--- config.mk ---
export PLATFORM = sky130hd
export DESIGN_NAME = msort_mem
export DESIGN_NICKNAME = d
export VERILOG_FILES = /design/src/rtl/assert_macros.svh /design/src/rtl/msort_mem.sv
export SDC_FILE = /design/constraint.sdc
export NUM_CORES = 2
export LEC_CHECK = 0
export ABC_AREA = 1
export BUFFER_PORTS_ARGS = -buffer_cell sky130_fd_sc_hd__buf_2
export CELL_PAD_IN_SITES_DETAIL_PLACEMENT = 2
export CELL_PAD_IN_SITES_GLOBAL_PLACEMENT = 2
export CORE_ASPECT_RATIO = 1.75
export CORE_MARGIN = 4
export CORE_UTILIZATION = 37
export CTS_CLUSTER_SIZE = 25
export DETAILED_ROUTE_END_ITERATION = 10
export PLACE_DENSITY = 0.78
export SYNTH_ARGS = -nofsm -noshare
export SYNTH_HDL_FRONTEND = slang
export SYNTH_SLANG_ARGS = --single-unit
--- constraint.sdc ---
create_clock -name clock -period 4.4 [get_ports clock]
set_input_delay 0.44 -clock clock [delete_from_list [all_inputs] [get_ports clock]]
set_output_delay 0.44 -clock clock [all_outputs]
set_load 0.03 [all_outputs]
--- src/rtl/assert_macros.svh ---
// Assertion helpers; every use assumes signals named clock and reset in scope.
`ifndef ASSERT_MACROS_SVH
`define ASSERT_MACROS_SVH

// Same-cycle implication.
`define ASSERT_IMP(name, ante, cons) \
   name: assert property (@(posedge clock) disable iff (reset) (ante) |-> (cons)) \
      else $error("assertion failed");

// Next-cycle implication.
`define ASSERT_NEXT(name, ante, cons) \
   name: assert property (@(posedge clock) disable iff (reset) (ante) |=> (cons)) \
      else $error("assertion failed");

`endif

--- src/rtl/msort_mem.sv ---
module msort_mem #(
   parameter int DEPTH = 64,
   parameter int WIDTH = 32
) (
   input  logic                     clock,
   input  logic                     we,
   input  logic [$clog2(DEPTH)-1:0] wa,
   input  logic [WIDTH-1:0]         wd,
   input  logic [$clog2(DEPTH)-1:0] ra0,
   input  logic [$clog2(DEPTH)-1:0] ra1,
   output logic [WIDTH-1:0]         rd0,
   output logic [WIDTH-1:0]         rd1
);

   logic [WIDTH-1:0] store_ff [DEPTH];
   logic [WIDTH-1:0] rd0_ff;
   logic [WIDTH-1:0] rd1_ff;

   always_ff @(posedge clock) begin
      if (we) begin
         store_ff[wa] <= wd;
      end
   end

   always_ff @(posedge clock) begin
      rd0_ff <= store_ff[ra0];
      rd1_ff <= store_ff[ra1];
   end

   assign rd0 = rd0_ff;
   assign rd1 = rd1_ff;

endmodule

Yosys cells after proc, flatten, opt, wreduce, memory -nomap -nowiden
Memories as Yosys holds them, arrays and structs flattened. A register that Yosys moved wholly into a read port is not among the register bits.
Index checks and enable logic that the tools add are counted.
{"block": "classes", "mux": 2}
{"operator": "$mux 1", "count": 2}
{"block": "word_totals", "regBits": 0, "mem_bits_rw": 2048, "in_bits": 52, "output_inout_bits": 64, "wordCells": 3, "memories": 1}
{"memory": "store_ff", "words": 64, "width": 32, "read_ports": 2, "rd_clocked_by_memory_dff": 2, "write_ports": 1, "line_no": "msort_mem.sv:15", "text": "logic [WIDTH-1:0] store_ff [DEPTH];"}

Logic depth before layout (Yosys ltp)
{"block": "depth", "word_depth": 2, "depth_mapped": 13}

Worst setup path before layout
OpenSTA, ideal clock, no wires.
{"block": "synth_path", "path_kind": "input to register", "startpoint": "input we", "endpoint": "memory store_ff[48][0], enable pin", "arrival_time_ns": 4.068, "t_required_ns": 3.898, "setup_slack_ns": -0.170, "cell_stages": 3, "path_buffers": 1, "path_cell_list": "clkbuf_1 > nand4_1 > nor4_1"}
{"block": "synth_between", "elab_chain_cells": 2}
{"element": "start, declared", "line_no": "msort_mem.sv:6", "text": "input logic we,"}
{"element": "$mux 1", "line_no": "msort_mem.sv:20", "text": "if (we) begin"}
{"element": "$mux 1 (not written as such)", "line_no": "msort_mem.sv:21", "text": "store_ff[wa] <= wd;"}
{"element": "end, declared", "line_no": "msort_mem.sv:15"}
No other way between the ends.

Final worst setup path
{"block": "layout_path", "startpoint": "register rd0_ff[26], in the netlist rd0[26] (read register of store_ff)", "endpoint": "output rd0[26]"}
{"element": "start, declared", "line_no": "msort_mem.sv:16", "text": "logic [WIDTH-1:0] rd0_ff;"}
{"element": "end, declared", "line_no": "msort_mem.sv:11", "text": "output logic [WIDTH-1:0] rd0,"}
No word-level cell between the ends.

==> impl_metrics.csv <==
group,metric,value,unit
yosys,synth_edf_count,2048,
sta,setup_ws,1.77,ns
routing,drt_iter0_markers,9415,
sta,maxSlewViolCount,0,
floorplan,initial_utilization,0.372,
sta,fin_hold_ws,0.0510,ns
power_and_ir_drop,combinationalPowerShare,0.116,
power_and_ir_drop,irDropWorstVdd,326,uV
clock_tree,numCtsBuffers,215,
run,cap_violations,0,
cells_and_area,final_core_util,0.415,
sta,skew,0.0631,ns
grt,grt_max_degree,159,
clock_tree,cts_tree,"done",
worst_setup_path,required,3.96,ns
sta,setup_viol,0,
sta,hold_violations,0,
place,place_hpwl,302000,um
sta,rsz0062_at_grt,"false",
clock_tree,cts-root-buf,"clkbuf_16",
grt,grt_pass1_wl,732000,um
grt,globalRouteTotalUtil,0.345,
cells_and_area,syn2layout_area_growth,11.5,%
yosys,synth_cell_types,16,
min_path,hp-class,"input pin to flop",
clock_tree,clk_pin_slew,0.07,ns
worst_setup_path,arrival,2.19,ns
routing,ant_nets,0,
power_and_ir_drop,internal-power,33.8,mW
place,placed_cell_area,109000,sq um
power_and_ir_drop,power_density,404,nW/um^2
place,dp_cells,14600,
clock_tree,clock_latency,0.93,ns
cells_and_area,multi_input_area,36700,sq um
yosys,ys_ff_latch,2112,
cells_and_area,drive_gt1_frac,0.0732,
worst_setup_path,end_kind,"primary output",
floorplan,die_w,408,um
routing,wl,516000,um
sta,finalSetupTns,0,ns
clock_tree,htree_levels,4,
worst_setup_path,startpoint_type,"flop",
clock_tree,numClockSinks,2112,
run_status,status,"completed",
routing,drc,0,
cells_and_area,finalNonFillerCells,15000,
yosys,synth_top_area_share,0.593,
cells_and_area,register_area,62800,sq um
sta,post-route-min-period,2.63,ns
yosys,ys_seq_area_frac,0.606,
routing,first_pass_iters,6,
yosys,yosysWarnings,0,
power_and_ir_drop,power_switching,12.8,mW
cells_and_area,mostFrequentLayoutCell,"nand2_1",
routing,vias,95300,
floorplan,die_area,289000,sq um
place,place_ws,1.08,ns
grt,first_global_vias,103000,
power_and_ir_drop,clockPowerShare,0.401,
yosys,synthTopCellsByArea,"edfxtp_1 (59%), nand3_1 (18%), nand2_1 (16%)",
grt,overflow,0,
worst_setup_path,crit_chain,"buf_2",
sta,final.period_utilization,0.599,
floorplan,fp-row-count,256,
worst_setup_path,max_stage_delay,0.93,ns
yosys,yosys.area.top_type,"edfxtp_1",
worst_setup_path,path_class,"flop to primary output",
yosys,syn_area,104000,sq um
place,portBuffers,115,
power_and_ir_drop,p_sw_frac,0.275,
floorplan,io_pins,116,
cells_and_area,nets,11200,
worst_setup_path,critPathSlowestCell,"dfxtp_1",
yosys,syn_avg_cell_area,9.09,sq um
cells_and_area,fill_cells,29800,
yosys,netlist_instances,11400,
yosys,synth_ff_type,"edfxtp_1",
clock_tree,clock_path_buffers,4,
place,gp_congestion,0.854,
worst_setup_path,timing.critical_path.max_delay_family,"flip-flops",
power_and_ir_drop,p_total,46.6,mW
grt,antenna_found_initial,40,
cells_and_area,layout_common_cells,"nand2_1 (4,498), nand3_1 (3,806), edfxtp_1 (2,048), buf_4 (258), clkbuf_16 (217)",
clock_tree,cts_resized,0,
worst_setup_path,path_buf_inv,1,
routing,vias_per_cell,6.36,
sta,max_freq,0.380,GHz
cells_and_area,design_area,116000,sq um
worst_setup_path,worstPathMaxFanout,1,
yosys,async_flop_share,0,
yosys,syn_nets,11500,
floorplan,coreArea,278000,sq um
sta,slew_headroom,0.130,
sta,tightest_slew,1.31,ns
floorplan,die_y,708,um
routing,avgRoutedWirePerCell,34.4,um
power_and_ir_drop,p_leak,43.2,nW
power_and_ir_drop,seq_power_share,0.483,
==> layer usage <==
layer,part of all wire,GRT usage
met1,0.36,0.397
met2,0.49,0.600
met3,0.072,0.0555
met4,0.073,0.217
met5,0.00037,0
==> final timing paths <==
path,slack (ns),cells after the start,end,from
worst max-delay path,1.77,1,rd0[26],rd0[26]
worst min-delay path,0.05,1,store_ff[48][21],wd[21]
worst max register to register,2.44,8,rd1[31],store_ff[55][31]
worst min register to register,0.83,8,rd1[1],store_ff[11][1]
==> final cells by class <==
cell class | instances | share of cell area
flip-flops and latches | 2112 | 0.543
well taps | 3612 | 0.0391
repair buffers | 469 | 0.0394
diodes | 15 | 0.000325
inverters | 18 | 0.00130
clock buffers | 293 | 0.0504
clock inverters | 95 | 0.00816
multi-input cells | 8377 | 0.318
==> cells in the mapped netlist, types with 2 or more instances <==
cell      count
nand4_1       9
inv_4         2
buf_1        95
inv_2         4
inv_1        12
buf_4        86
buf_2       511
clkbuf_1    171
nand2_1    4498
edfxtp_1   2048
nor2_1       56
nor4_1        8
buf_6        30
dfxtp_1      64
nand3_1    3806
==> power by group through the flow <==
| stage | combinational, mW | clock [mW] | sequential [mW] |
|---|---|---|---|
| floorplan | 2.67 | 0 | 22.9 |
| global placement | 5.09 | 0 | 23.0 |
| detailed placement | 5.27 | 0 | 23.0 |
| CTS | 5.31 | 18.8 | 22.5 |
| global route | 5.66 | 19.6 | 22.5 |
| finish | 5.39 | 18.7 | 22.5 |
==> cell families after synthesis <==
| group | count (synthesis) | share of synthesized area |
|---|---|---|
| buffers and inverters | 912 | 0.0446 |
| DFF | 2112 | 0.606 |
| and+or+nand+nor | 8377 | 0.350 |
==> repair_timing <==
action / 4_1_cts / 5_1_grt
endpoints found under the setup margin: 0 / 0
buffers inserted: 0 / 0
endpoints found under the hold margin: 36 / 0
hold buffers: 2 / 0
==> sequential cells by signal, indices dropped and copies added (netlist names) <==
name	count
rd0	32
store_ff	2048
rd1	32
==> worst register-to-register path, delay by kind of cell (launching register included) <==
kind             cells  cell delay (ns)
flip-flops           1             0.39
AND/OR/NAND/NOR      8             1.46
(Power assumes the default switching activity.)
